[config.mk]
export PLATFORM = sky130hd
export DESIGN_NAME = rc_pwm_capture_to_ppm_encoder_flat
export DESIGN_NICKNAME = d
export VERILOG_FILES = /design/src/hdl/rcppm_pkg.sv /design/src/hdl/rcppm_req_if.sv /design/src/hdl/rcppm_rsp_if.sv /design/src/hdl/rc_pwm_capture_to_ppm_encoder.sv /design/src/flat_wrapper.sv
export SDC_FILE = /design/constraint.sdc
export NUM_CORES = 2
export LEC_CHECK = 0
export BUFFER_PORTS_ARGS = -buffer_cell sky130_fd_sc_hd__buf_4
export CAP_MARGIN = 0
export CORE_ASPECT_RATIO = 1.75
export CORE_UTILIZATION = 45
export CTS_CLUSTER_SIZE = 24
export DETAILED_ROUTE_END_ITERATION = 10
export SLEW_MARGIN = 20
export SYNTH_ARGS = -nofsm -noshare
export SYNTH_HDL_FRONTEND = slang
export SYNTH_SLANG_ARGS = --single-unit
[constraint.sdc]
create_clock -name clock -period 10.1 [get_ports clock]
set_input_delay 2.02 -clock clock [delete_from_list [all_inputs] [get_ports clock]]
set_output_delay 2.02 -clock clock [all_outputs]
set_load 0.005 [all_outputs]
[src/hdl/rcppm_pkg.sv]
// Shared constants for the RC PWM capture to PPM encoder.
// No dependencies; imported by the channel interfaces and the top level.
`default_nettype none

package rcppm_pkg;

   // field widths
   localparam int CMD_W   = 2;
   localparam int CH_W    = 3;
   localparam int WORD_W  = 32;
   localparam int CLK_W   = 27;
   localparam int FRAME_W = 17;
   localparam int START_W = 14;
   localparam int MASK_W  = 8;
   localparam int CSR_IDX_W = 3;

   localparam int NUM_CHANNELS_DEF = 8;

   // commands
   localparam logic [CMD_W-1:0] CMD_CAPTURE = 2'd0;
   localparam logic [CMD_W-1:0] CMD_SET     = 2'd1;
   localparam logic [CMD_W-1:0] CMD_PPM     = 2'd2;

   // register indexes
   localparam logic [CSR_IDX_W-1:0] REG_CLOCK_HZ     = 3'd0;
   localparam logic [CSR_IDX_W-1:0] REG_CAPTURE_PER  = 3'd1;
   localparam logic [CSR_IDX_W-1:0] REG_PWM_PER      = 3'd2;
   localparam logic [CSR_IDX_W-1:0] REG_PPM_FRAME    = 3'd3;
   localparam logic [CSR_IDX_W-1:0] REG_PPM_START    = 3'd4;
   localparam logic [CSR_IDX_W-1:0] REG_PASS_MASK    = 3'd5;

   // register reset values
   localparam logic [CLK_W-1:0]   RST_CLOCK_HZ    = 27'd80000000;
   localparam logic [WORD_W-1:0]  RST_CAPTURE_PER = 32'd4800000;
   localparam logic [WORD_W-1:0]  RST_PWM_PER     = 32'd1600000;
   localparam logic [FRAME_W-1:0] RST_PPM_FRAME   = 17'd22500;
   localparam logic [START_W-1:0] RST_PPM_START   = 14'd300;
   localparam logic [MASK_W-1:0]  RST_PASS_MASK   = 8'd255;

   // conversion constants
   localparam logic [CLK_W-1:0] US_PER_SEC = 27'd1000000;
   localparam logic [10:0] PWM_LOW_US    = 11'd1000;
   localparam logic [10:0] PWM_HIGH_US   = 11'd2000;
   localparam logic [10:0] PPM_LOW_US    = 11'd700;
   localparam logic [10:0] PPM_HIGH_US   = 11'd1700;
   localparam logic [10:0] PPM_OFFSET_US = 11'd300;

   // shared multiply/divide unit: product width and step counter width
   localparam int PROD_W = WORD_W + CLK_W;
   localparam int CNT_W  = $clog2(PROD_W);

endpackage

`default_nettype wire

[src/hdl/rcppm_req_if.sv]
// Request channel: valid/ready handshake with the input item fields.
// Depends on rcppm_pkg.
`default_nettype none

interface rcppm_req_if;
   import rcppm_pkg::*;

   logic               valid;
   logic               ready;
   logic [CMD_W-1:0]   command;
   logic [CH_W-1:0]    channel;
   logic [WORD_W-1:0]  timestamp;
   logic               pin_level;
   logic [WORD_W-1:0]  width_tics;

   modport source (output valid, command, channel, timestamp, pin_level, width_tics,
                   input ready);
   modport sink   (input valid, command, channel, timestamp, pin_level, width_tics,
                   output ready);
endinterface

`default_nettype wire

[src/hdl/rcppm_rsp_if.sv]
// Response channel: valid/ready handshake with the result item fields.
// Depends on rcppm_pkg.
`default_nettype none

interface rcppm_rsp_if;
   import rcppm_pkg::*;

   logic               valid;
   logic               ready;
   logic [WORD_W-1:0]  measured_width;
   logic               width_valid;
   logic [WORD_W-1:0]  match_value;
   logic               match_valid;
   logic [WORD_W-1:0]  ppm_interval_tics;
   logic               ppm_pin_level;

   modport source (output valid, measured_width, width_valid, match_value, match_valid,
                   ppm_interval_tics, ppm_pin_level, input ready);
   modport sink   (input valid, measured_width, width_valid, match_value, match_valid,
                   ppm_interval_tics, ppm_pin_level, output ready);
endinterface

`default_nettype wire

[src/hdl/rc_pwm_capture_to_ppm_encoder.sv]
// Top level of the RC PWM capture to PPM encoder.
// Depends on rcppm_pkg, rcppm_req_if and rcppm_rsp_if.
//
// Usage:
//  req  : one transfer per item (capture edge, software set or PPM timeout tick).
//  rsp  : exactly one transfer per accepted item, in order.
//  csr_*: write-only register port; write only while no item is in flight.
//  req.ready is high only while the sequencer is idle; one item is worked at a time.
//  States: a capture edge runs DIFF, then WRAP and MATCH where they apply, then
//  OUT; a software set runs MATCH then OUT; command 3 or an out-of-range channel
//  goes straight to OUT. PPM ticks run a shared bit-serial multiply/divide unit:
//  32 multiply steps plus 59 divide steps plus one post step per conversion.
//  A start pulse or the sync slot takes one conversion, a channel slot three.
//  The finished result sits in a staging register until the rsp output register
//  is free, so a stalled receiver holds the next item in the staging stage, which
//  keeps req.ready low. Data is never dropped.
//  Reset (synchronous, active high): registers take their defaults, all
//  output widths and seen flags clear, the PPM frame restarts with a start pulse
//  and the full frame time.
`default_nettype none

module rc_pwm_capture_to_ppm_encoder #(
   parameter int NUM_CHANNELS = rcppm_pkg::NUM_CHANNELS_DEF
) (
   input  wire                               clock,
   input  wire                               reset,
   rcppm_req_if.sink                         req,
   rcppm_rsp_if.source                       rsp,
   input  wire                               csr_we,
   input  wire [rcppm_pkg::CSR_IDX_W-1:0]    csr_index,
   input  wire [rcppm_pkg::WORD_W-1:0]       csr_data
);
   import rcppm_pkg::*;

   localparam int IDX_W  = (NUM_CHANNELS > 1) ? $clog2(NUM_CHANNELS) : 1;
   localparam int SLOT_W = $clog2(NUM_CHANNELS + 1);

   typedef enum logic [2:0] {
      ST_IDLE, ST_DIFF, ST_WRAP, ST_MATCH, ST_MUL, ST_DIV, ST_POST, ST_OUT
   } state_type;

   typedef enum logic [2:0] {
      STEP_START_T, STEP_SLOT_US, STEP_SLOT_T, STEP_SLOT_US2, STEP_SYNC_T
   } step_type;

   // configuration
   logic [CLK_W-1:0]   clock_hz_ff;
   logic [WORD_W-1:0]  capture_per_ff;
   logic [WORD_W-1:0]  pwm_per_ff;
   logic [FRAME_W-1:0] frame_us_ff;
   logic [START_W-1:0] start_us_ff;
   logic [MASK_W-1:0]  pass_mask_ff;

   // per-channel state
   logic [WORD_W-1:0]  last_stamp_ff [NUM_CHANNELS];
   logic [NUM_CHANNELS-1:0] seen_ff;
   logic [WORD_W-1:0]  out_width_ff  [NUM_CHANNELS];

   // PPM frame state
   logic               in_slot_ff;
   logic [SLOT_W-1:0]  slot_idx_ff;
   logic [FRAME_W-1:0] time_left_ff;

   // sequencer and latched item
   state_type          state_ff;
   step_type           step_ff;
   logic [CH_W-1:0]    ch_ff;
   logic [WORD_W-1:0]  now_ff;
   logic               level_ff;
   logic [WORD_W-1:0]  diff_ff;
   logic               lt_ff;
   logic [WORD_W-1:0]  w_ff;

   // staged result
   logic [WORD_W-1:0]  st_meas_ff;
   logic               st_wvalid_ff;
   logic [WORD_W-1:0]  st_match_ff;
   logic               st_mvalid_ff;
   logic [WORD_W-1:0]  st_ppm_t_ff;
   logic               st_pin_ff;

   // output register
   logic               rsp_valid_ff;
   logic [WORD_W-1:0]  rsp_meas_ff;
   logic               rsp_wvalid_ff;
   logic [WORD_W-1:0]  rsp_match_ff;
   logic               rsp_mvalid_ff;
   logic [WORD_W-1:0]  rsp_ppm_t_ff;
   logic               rsp_pin_ff;

   // bit-serial multiply/divide unit: q = sat32(a * b / d)
   logic [WORD_W-1:0]  mul_a_ff;
   logic [CLK_W-1:0]   mul_b_ff;
   logic [CLK_W-1:0]   div_d_ff;
   logic [PROD_W-1:0]  acc_ff;
   logic [CLK_W:0]     rem_ff;
   logic [WORD_W-1:0]  quo_ff;
   logic               ovf_ff;
   logic [CNT_W-1:0]   cnt_ff;

   logic [PROD_W-1:0]  acc_in;
   logic [CLK_W:0]     rem_shift;
   logic               qbit;
   logic [CLK_W:0]     rem_in;
   logic [WORD_W-1:0]  conv_res;
   logic [CLK_W-1:0]   clk_div;

   logic [IDX_W-1:0]   ch_idx;
   logic [IDX_W-1:0]   rd_idx;
   logic               ch_ok_req;
   logic               ch_ok;
   logic [WORD_W-1:0]  wrap_in;
   logic [WORD_W-1:0]  match_in;
   logic [10:0]        clamp_us;
   logic               out_free;

   assign clk_div = (clock_hz_ff == '0) ? CLK_W'(1) : clock_hz_ff;

   // one multiply step: shift the accumulator, add b on the current multiplier bit
   assign acc_in = {acc_ff[PROD_W-2:0], 1'b0} +
                   (mul_a_ff[WORD_W-1] ? PROD_W'(mul_b_ff) : '0);

   // one restoring divide step on the next product bit
   assign rem_shift = {rem_ff[CLK_W-1:0], acc_ff[PROD_W-1]};
   assign qbit      = (rem_shift >= {1'b0, div_d_ff});
   assign rem_in    = qbit ? (rem_shift - {1'b0, div_d_ff}) : rem_shift;
   assign conv_res  = ovf_ff ? '1 : quo_ff;

   assign ch_idx    = IDX_W'(ch_ff);
   assign rd_idx    = IDX_W'(NUM_CHANNELS - 1 - int'(slot_idx_ff));
   assign ch_ok_req = (int'(req.channel) < NUM_CHANNELS);
   assign ch_ok     = (int'(ch_ff) < NUM_CHANNELS);

   assign wrap_in = diff_ff + (lt_ff ? capture_per_ff : '0);

   // match count for width w_ff
   always_comb begin
      if (w_ff > pwm_per_ff) begin
         match_in = '0;
      end else if (w_ff == '0) begin
         match_in = (pwm_per_ff == '0) ? '0 : pwm_per_ff - WORD_W'(1);
      end else begin
         match_in = pwm_per_ff - w_ff;
      end
   end

   // map 1000..2000 us onto 700..1700 us
   always_comb begin
      if (conv_res < WORD_W'(PWM_LOW_US)) begin
         clamp_us = PPM_LOW_US;
      end else if (conv_res > WORD_W'(PWM_HIGH_US)) begin
         clamp_us = PPM_HIGH_US;
      end else begin
         clamp_us = conv_res[10:0] - PPM_OFFSET_US;
      end
   end

   assign out_free = !rsp_valid_ff || rsp.ready;

   assign req.ready             = (state_ff == ST_IDLE);
   assign rsp.valid             = rsp_valid_ff;
   assign rsp.measured_width    = rsp_meas_ff;
   assign rsp.width_valid       = rsp_wvalid_ff;
   assign rsp.match_value       = rsp_match_ff;
   assign rsp.match_valid       = rsp_mvalid_ff;
   assign rsp.ppm_interval_tics = rsp_ppm_t_ff;
   assign rsp.ppm_pin_level     = rsp_pin_ff;

   always_ff @(posedge clock) begin
      if (reset) begin
         clock_hz_ff    <= RST_CLOCK_HZ;
         capture_per_ff <= RST_CAPTURE_PER;
         pwm_per_ff     <= RST_PWM_PER;
         frame_us_ff    <= RST_PPM_FRAME;
         start_us_ff    <= RST_PPM_START;
         pass_mask_ff   <= RST_PASS_MASK;
         seen_ff        <= '0;
         for (int i = 0; i < NUM_CHANNELS; i++) begin
            out_width_ff[i] <= '0;
         end
         in_slot_ff     <= 1'b0;
         slot_idx_ff    <= '0;
         time_left_ff   <= RST_PPM_FRAME;
         state_ff       <= ST_IDLE;
         step_ff        <= STEP_START_T;
         rsp_valid_ff   <= 1'b0;
      end else begin
         // configuration writes; indexes past the list are dropped
         if (csr_we) begin
            case (csr_index)
               REG_CLOCK_HZ:    clock_hz_ff    <= csr_data[CLK_W-1:0];
               REG_CAPTURE_PER: capture_per_ff <= csr_data;
               REG_PWM_PER:     pwm_per_ff     <= csr_data;
               REG_PPM_FRAME:   frame_us_ff    <= csr_data[FRAME_W-1:0];
               REG_PPM_START:   start_us_ff    <= csr_data[START_W-1:0];
               REG_PASS_MASK:   pass_mask_ff   <= csr_data[MASK_W-1:0];
               default: ;
            endcase
         end

         if (rsp_valid_ff && rsp.ready) begin
            rsp_valid_ff <= 1'b0;
         end

         case (state_ff)
            ST_IDLE: begin
               if (req.valid) begin
                  ch_ff        <= req.channel;
                  now_ff       <= req.timestamp;
                  level_ff     <= req.pin_level;
                  w_ff         <= req.width_tics;
                  st_meas_ff   <= '0;
                  st_wvalid_ff <= 1'b0;
                  st_match_ff  <= '0;
                  st_mvalid_ff <= 1'b0;
                  st_ppm_t_ff  <= '0;
                  st_pin_ff    <= 1'b0;
                  state_ff     <= ST_OUT;
                  if (req.command == CMD_CAPTURE && ch_ok_req) begin
                     state_ff <= ST_DIFF;
                  end else if (req.command == CMD_SET && ch_ok_req) begin
                     out_width_ff[IDX_W'(req.channel)] <= req.width_tics;
                     st_meas_ff   <= req.width_tics;
                     st_wvalid_ff <= 1'b1;
                     state_ff     <= ST_MATCH;
                  end else if (req.command == CMD_PPM) begin
                     // launch the first conversion of this tick
                     acc_ff   <= '0;
                     rem_ff   <= '0;
                     quo_ff   <= '0;
                     ovf_ff   <= 1'b0;
                     cnt_ff   <= CNT_W'(WORD_W - 1);
                     state_ff <= ST_MUL;
                     if (!in_slot_ff) begin
                        mul_a_ff <= WORD_W'(start_us_ff);
                        mul_b_ff <= clock_hz_ff;
                        div_d_ff <= US_PER_SEC;
                        step_ff  <= STEP_START_T;
                     end else if (int'(slot_idx_ff) < NUM_CHANNELS) begin
                        mul_a_ff <= out_width_ff[rd_idx];
                        mul_b_ff <= US_PER_SEC;
                        div_d_ff <= clk_div;
                        step_ff  <= STEP_SLOT_US;
                     end else begin
                        mul_a_ff <= WORD_W'(time_left_ff);
                        mul_b_ff <= clock_hz_ff;
                        div_d_ff <= US_PER_SEC;
                        step_ff  <= STEP_SYNC_T;
                     end
                  end
               end
            end

            ST_DIFF: begin
               // read the old stamp, then record the new one
               diff_ff <= last_stamp_ff[ch_idx] - now_ff;
               lt_ff   <= (last_stamp_ff[ch_idx] < now_ff);
               last_stamp_ff[ch_idx] <= now_ff;
               seen_ff[ch_idx]       <= 1'b1;
               if (seen_ff[ch_idx] && !level_ff) begin
                  state_ff <= ST_WRAP;
               end else begin
                  state_ff <= ST_OUT;
               end
            end

            ST_WRAP: begin
               st_meas_ff   <= wrap_in;
               st_wvalid_ff <= 1'b1;
               w_ff         <= wrap_in;
               if (pass_mask_ff[ch_ff]) begin
                  out_width_ff[ch_idx] <= wrap_in;
                  state_ff <= ST_MATCH;
               end else begin
                  state_ff <= ST_OUT;
               end
            end

            ST_MATCH: begin
               st_match_ff  <= match_in;
               st_mvalid_ff <= 1'b1;
               state_ff     <= ST_OUT;
            end

            ST_MUL: begin
               acc_ff   <= acc_in;
               mul_a_ff <= {mul_a_ff[WORD_W-2:0], 1'b0};
               if (cnt_ff == '0) begin
                  cnt_ff   <= CNT_W'(PROD_W - 1);
                  state_ff <= ST_DIV;
               end else begin
                  cnt_ff <= cnt_ff - CNT_W'(1);
               end
            end

            ST_DIV: begin
               acc_ff <= {acc_ff[PROD_W-2:0], 1'b0};
               rem_ff <= rem_in;
               quo_ff <= {quo_ff[WORD_W-2:0], qbit};
               ovf_ff <= ovf_ff | quo_ff[WORD_W-1];
               if (cnt_ff == '0) begin
                  state_ff <= ST_POST;
               end else begin
                  cnt_ff <= cnt_ff - CNT_W'(1);
               end
            end

            ST_POST: begin
               // default: chain another conversion
               acc_ff   <= '0;
               rem_ff   <= '0;
               quo_ff   <= '0;
               ovf_ff   <= 1'b0;
               cnt_ff   <= CNT_W'(WORD_W - 1);
               state_ff <= ST_MUL;
               case (step_ff)
                  STEP_START_T: begin
                     st_ppm_t_ff  <= conv_res;
                     st_pin_ff    <= 1'b0;
                     time_left_ff <= (time_left_ff > FRAME_W'(start_us_ff)) ?
                                     time_left_ff - FRAME_W'(start_us_ff) : '0;
                     in_slot_ff   <= 1'b1;
                     state_ff     <= ST_OUT;
                  end
                  STEP_SLOT_US: begin
                     mul_a_ff <= WORD_W'(clamp_us);
                     mul_b_ff <= clock_hz_ff;
                     div_d_ff <= US_PER_SEC;
                     step_ff  <= STEP_SLOT_T;
                  end
                  STEP_SLOT_T: begin
                     st_ppm_t_ff <= conv_res;
                     mul_a_ff    <= conv_res;
                     mul_b_ff    <= US_PER_SEC;
                     div_d_ff    <= clk_div;
                     step_ff     <= STEP_SLOT_US2;
                  end
                  STEP_SLOT_US2: begin
                     time_left_ff <= (conv_res >= WORD_W'(time_left_ff)) ?
                                     '0 : time_left_ff - conv_res[FRAME_W-1:0];
                     slot_idx_ff  <= slot_idx_ff + SLOT_W'(1);
                     in_slot_ff   <= 1'b0;
                     st_pin_ff    <= 1'b1;
                     state_ff     <= ST_OUT;
                  end
                  STEP_SYNC_T: begin
                     st_ppm_t_ff  <= conv_res;
                     time_left_ff <= frame_us_ff;
                     slot_idx_ff  <= '0;
                     in_slot_ff   <= 1'b0;
                     st_pin_ff    <= 1'b1;
                     state_ff     <= ST_OUT;
                  end
                  default: state_ff <= ST_OUT;
               endcase
            end

            ST_OUT: begin
               // hold the staged result until the output register frees up
               if (out_free) begin
                  rsp_valid_ff  <= 1'b1;
                  rsp_meas_ff   <= st_meas_ff;
                  rsp_wvalid_ff <= st_wvalid_ff;
                  rsp_match_ff  <= st_match_ff;
                  rsp_mvalid_ff <= st_mvalid_ff;
                  rsp_ppm_t_ff  <= st_ppm_t_ff;
                  rsp_pin_ff    <= st_pin_ff;
                  state_ff      <= ST_IDLE;
               end
            end

            default: state_ff <= ST_IDLE;
         endcase

         // a set or capture on a bad channel never reaches here with ch_ok low
         if (state_ff == ST_DIFF && !ch_ok) begin
            state_ff <= ST_OUT;
         end
      end
   end

endmodule

`default_nettype wire

[src/flat_wrapper.sv]
// flat-port wrapper written by rule: the top's interface ports become plain ports
module rc_pwm_capture_to_ppm_encoder_flat import rcppm_pkg::*;
#(
   parameter int NUM_CHANNELS = rcppm_pkg::NUM_CHANNELS_DEF
)
  (clock, reset, csr_we, csr_index, csr_data, req_valid, req_command, req_channel, req_timestamp, req_pin_level, req_width_tics, req_ready, rsp_valid, rsp_measured_width, rsp_width_valid, rsp_match_value, rsp_match_valid, rsp_ppm_interval_tics, rsp_ppm_pin_level, rsp_ready);
  rcppm_req_if req_i ();
  rcppm_rsp_if rsp_i ();
  input  wire clock;
  input  wire reset;
  input  wire csr_we;
  input  wire [rcppm_pkg::CSR_IDX_W-1:0] csr_index;
  input  wire [rcppm_pkg::WORD_W-1:0] csr_data;
  input wire logic [$bits(req_i.valid)-1:0] req_valid;
  input wire logic [$bits(req_i.command)-1:0] req_command;
  input wire logic [$bits(req_i.channel)-1:0] req_channel;
  input wire logic [$bits(req_i.timestamp)-1:0] req_timestamp;
  input wire logic [$bits(req_i.pin_level)-1:0] req_pin_level;
  input wire logic [$bits(req_i.width_tics)-1:0] req_width_tics;
  output wire logic [$bits(req_i.ready)-1:0] req_ready;
  output wire logic [$bits(rsp_i.valid)-1:0] rsp_valid;
  output wire logic [$bits(rsp_i.measured_width)-1:0] rsp_measured_width;
  output wire logic [$bits(rsp_i.width_valid)-1:0] rsp_width_valid;
  output wire logic [$bits(rsp_i.match_value)-1:0] rsp_match_value;
  output wire logic [$bits(rsp_i.match_valid)-1:0] rsp_match_valid;
  output wire logic [$bits(rsp_i.ppm_interval_tics)-1:0] rsp_ppm_interval_tics;
  output wire logic [$bits(rsp_i.ppm_pin_level)-1:0] rsp_ppm_pin_level;
  input wire logic [$bits(rsp_i.ready)-1:0] rsp_ready;
  assign req_i.valid = req_valid;
  assign req_i.command = req_command;
  assign req_i.channel = req_channel;
  assign req_i.timestamp = req_timestamp;
  assign req_i.pin_level = req_pin_level;
  assign req_i.width_tics = req_width_tics;
  assign req_ready = req_i.ready;
  assign rsp_valid = rsp_i.valid;
  assign rsp_measured_width = rsp_i.measured_width;
  assign rsp_width_valid = rsp_i.width_valid;
  assign rsp_match_value = rsp_i.match_value;
  assign rsp_match_valid = rsp_i.match_valid;
  assign rsp_ppm_interval_tics = rsp_i.ppm_interval_tics;
  assign rsp_ppm_pin_level = rsp_i.ppm_pin_level;
  assign rsp_i.ready = rsp_ready;
  rc_pwm_capture_to_ppm_encoder #(.NUM_CHANNELS(NUM_CHANNELS)) u_core (.clock(clock), .reset(reset), .req(req_i), .rsp(rsp_i), .csr_we(csr_we), .csr_index(csr_index), .csr_data(csr_data));
endmodule
==> impl_summary.txt <==
----------------------------------------------------
[Route]
  Pre-Repair DR Iteration Count ... 8
  Post-detailed-route wirelength per cell ... ~25 um
  Number of nets with antenna violations after detailed routing ... 0
  Via count of the routed design ... between 30000 and 40000
  Count of routing violations after the opening detailed-route iteration ... between 3000 and 4000
  Vias per inst ... ~5.7
  Post-Route WL ... roughly 170000 um
  Number of remaining DRC errors ... 0

[Clocking]
  Post-CTS clock slew at the launch and capture registers of the worst setup and hold paths ... 0.07 ns
  TritonCTS clock tree ... built
  Count of buffers added by post-CTS timing repair for setup ... 0
  Maximum level of the CTS H-tree ... 3
  Worst-Skew Late Latency ... between 0.7 and 0.8 ns
  Hold buffer count at cts ... 0
  PostCTS Resize Cnt ... 0
  TritonCTS Sinks ... 1192
  Clk root buf ... clkbuf_16
  Worst-case clock buffer depth ... 3
  Clock buffers created by TritonCTS ... approximately 110

[STA]
  Tightest Pin Transition ... about 1.2 ns
  Final hold vios ... 0
  Fmax achieved ... ~180 MHz
  Number of endpoints failing setup at the final stage ... 0
  Slew Limit Headroom ... 20.1%
  Final period demand of the worst path ... between 5 and 6 ns
  Tcrit/Tclk final ... a little under three fifths
  Final worst setup slack ... 4.50 ns
  RSZ-0062 raised after global routing ... no
  Total negative slack for setup checks ... 0 ns
  Final Max Tran Viols ... 0
  Max Clock Skew ... between 0.03 and 0.04 ns

[Finish]
  Core utilization of the finished layout ... 51.1%
  Fraction of final layout cells with drive strength greater than 1 ... around 14%
  Most common cell after layout, fill and taps aside ... edfxtp_1
  Number of nets in the layout ... between 5000 and 6000
  Count of filler cells inserted in the layout ... 11200
  Area added between synthesis and finish ... 12.6%
  Highest-count cells in the layout ignoring fill and taps ... edfxtp_1, nand2_1, nor2_1, a21oi_1, buf_4

[Synth]
  Unique masters post-synth ... 101
  Flip-flop and latch count after synthesis ... 1192
  Count of flip-flops with a built-in enable after synthesis ... 1022
  Net count after synthesis ... just over 5000
  Register area share after synthesis ... 59.1%
  Ys flop type ... edfxtp_1
  Avg Cell Area, Syn ... between 10 and 15 um2
  Gate count after technology mapping ... ~5000
  Number of warnings printed during yosys synthesis ... 0
  Cell area after synthesis ... 57700 um2
  Proportion of synthesized flip-flops having asynchronous set or reset ... 0%

[Place]
  Final HPWL from detailed placement ... 123000 um
  Number of input and output port buffers inserted ... 210
  Worst slack, placed ... 3.50 ns
  RD Place Congestion ... approximately 0.95

[Global route]
  First-pass GRT wire length ... approximately 250000 um
  Maximum number of pins on one net before global-route repair ... between 80 and 90
  Antenna violations before repair ... 21
  Vias in the first global route ... roughly 39000
  Overall routing resource usage ... 25.8%
  Remaining global-route overflow ... 0

[Power]
  Power Density ... ~230 nW/um2
  Sequential power share ... 44.1%
  Switching Power ... 4.81 mW
  Pint ... 10.0 mW
  Worst-case vdd ir drop ... approximately 0.18 mV
  Switching Fraction ... about 32%
  Share of total power in combinational logic ... roughly 27%
  Static Leak ... 24.4 nW
  Power share of the clock group ... ~29%

[Critical path]
  CP Cell Sequence ... buf_4 -> inv_2 -> buf_4 -> nand3_1 -> o32ai_1 -> nand2_2 -> nand2_1 -> buf_4
  Kind of cell adding the most delay to the critical path ... simple AND/OR/NAND/NOR gates
  Max FO, Critical Path ... slightly below 70
  Endpoint required time on the critical path ... approximately 10 ns
  Worst path arrival time ... 5.99 ns
  Top cell by count, worst path ... buf_4
  Critical path capture point type ... flop
  Startpoint Class ... input port
  Crit-path max cell delay ... between 0.9 and 1 ns
  Critical setup path kind ... in -> reg
  Worst path slowest cell ... o32ai_1
  Combined buffer and inverter count along the critical path ... 4

[Floorplan]
  IO Pins ... roughly 210
  Area of the die ... 130000 um2
  Total core area ... around 130000 um2
  Width of the die ... between 200 and 300 um
  Floorplan row count ... 173
  Die Span Y ... approximately 480 um
  Initial Utilization ... a little under half

[Run status]
  Outcome ... completed

[Flow run]
  Max-capacitance violation count ... 0

[Worst hold path]
  Worst min-delay path category ... reg -> reg

----------------------------------------------------
[sequential cells by signal, summed over array words and instances, names as in the netlist, 32 cells and up, named ones only]
register                      count
u_core.last_stamp_ff            256
u_core.out_width_ff             256
u_core.acc_ff                    59
u_core.capture_per_ff            32
u_core.diff_ff                   32
u_core.mul_a_ff                  32
u_core.now_ff                    32
u_core.pwm_per_ff                32
u_core.quo_ff                    32
u_core.rsp.match_value           32
u_core.rsp.measured_width        32
u_core.rsp.ppm_interval_tics     32
u_core.st_match_ff               32
u_core.st_meas_ff                32
u_core.st_ppm_t_ff               32
u_core.w_ff                      32
[worst paths after layout]
path,from,end,slack [ns],cells after the start
min,u_core.st_match_ff[29]$_SDFFCE_PN0P_,u_core.rsp.match_value[29]$_DFFE_PP_,0.41,0
min reg2reg,u_core.st_match_ff[29]$_SDFFCE_PN0P_,u_core.rsp.match_value[29]$_DFFE_PP_,0.41,0
max,reset,u_core.out_width_ff[0][23]$_SDFFCE_PN0P_,4.50,8
max reg2reg,flop,u_core.diff_ff[28]$_DFFE_PP_,5.06,15
[cells in the mapped netlist (12+ instances only)]
| master | number | share of area [%] |
|---|---|---|
| nor2_1 | 573 | 3.7 |
| xnor2_1 | 114 | 1.7 |
| a21oi_1 | 301 | 2.6 |
| nor4_1 | 28 | 0.30 |
| nand2b_1 | 44 | 0.48 |
| a21o_1 | 114 | 1.5 |
| mux2i_1 | 76 | 1.3 |
| o21ai_1 | 19 | 0.16 |
| o21a_1 | 33 | 0.43 |
| o221ai_1 | 13 | 0.20 |
| buf_1 | 26 | 0.17 |
| mux2_2 | 34 | 0.66 |
| dfxtp_1 | 170 | 5.9 |
| nor2b_1 | 36 | 0.39 |
| nand3_1 | 93 | 0.81 |
| a211oi_1 | 23 | 0.30 |
| nand2_1 | 637 | 4.1 |
| mux4_2 | 128 | 5.0 |
| a221o_1 | 13 | 0.23 |
| a221oi_1 | 20 | 0.30 |
| a31oi_1 | 26 | 0.28 |
| nor3_1 | 53 | 0.46 |
| o21ai_0 | 147 | 1.3 |
| nand4_1 | 24 | 0.26 |
| clkbuf_1 | 173 | 1.1 |
| and2_1 | 110 | 1.2 |
| ha_1 | 201 | 4.4 |
| o21bai_1 | 12 | 0.16 |
| o31ai_1 | 16 | 0.21 |
| xor2_1 | 97 | 1.5 |
| edfxtp_1 | 1022 | 53 |
| a22oi_1 | 28 | 0.36 |
| and3_1 | 60 | 0.65 |
| o211ai_1 | 21 | 0.27 |
| buf_2 | 15 | 0.13 |
| inv_1 | 186 | 1.2 |
[kinds of logic (layout without fill, tap and decap cells)]
kind of cell,after synthesis,in the layout,synth area share (%)
other cells,0,4,0
xor+xnor,211,211,3.20
fa+ha+maj,208,208,4.60
flops,1192,1192,59.1
compound gates,882,882,9.76
buf+inv,409,679,2.75
simple gates,1732,1732,13.5
mux,243,243,7.10
[power groups by stage]
| stage | logic, mW | clock network (mW) | registers, mW |
|---|---|---|---|
| global route | 4.42 | 4.51 | 6.58 |
| global placement | 3.99 | 0 | 6.61 |
| detailed placement | 4.03 | 0 | 6.63 |
| finish | 4.03 | 4.26 | 6.53 |
| CTS | 4.05 | 4.35 | 6.53 |
| floorplan | 2.88 | 0 | 6.46 |
[per-layer routing]
metal	part of all wire, %	global-route usage (%)	vias to the layer above
met5	0.15	0	-
met4	6.7	16.0	38
met3	5.4	4.56	390
li1	-	-	18100
met2	52	46.3	1191
met1	36	28.0	19300
[final cells by class]
cell class / count / area, um2 / area share, %
Antenna cell: 4 / 10.0 / 0.0154
Clock buffer: 139 / 3010 / 4.63
Clock inverter: 61 / 626 / 0.963
Inverter: 189 / 709 / 1.09
Multi-Input combinational cell: 3276 / 22300 / 34.2
Sequential cell: 1192 / 34100 / 52.5
Tap cell: 1662 / 2080 / 3.20
Timing Repair Buffer: 290 / 2190 / 3.37
[per-stage QoR]
stage | cells | power (mW) | hold WS [ns] | cell area [um2]
5_1_grt | 6810 | 15.5 | 0.419 | 65000
4_1_cts | 6809 | 14.9 | 0.408 | 65000
6_report | 6813 | 14.8 | 0.413 | 65000
3_3_place_gp | 6606 | 10.6 | 0.402 | 61200
2_1_floorplan | 4877 | 9.34 | 0.400 | 57700
3_5_place_dp | 6609 | 10.7 | 0.405 | 61300
No activity file was read; power rests on OpenSTA's default activity.
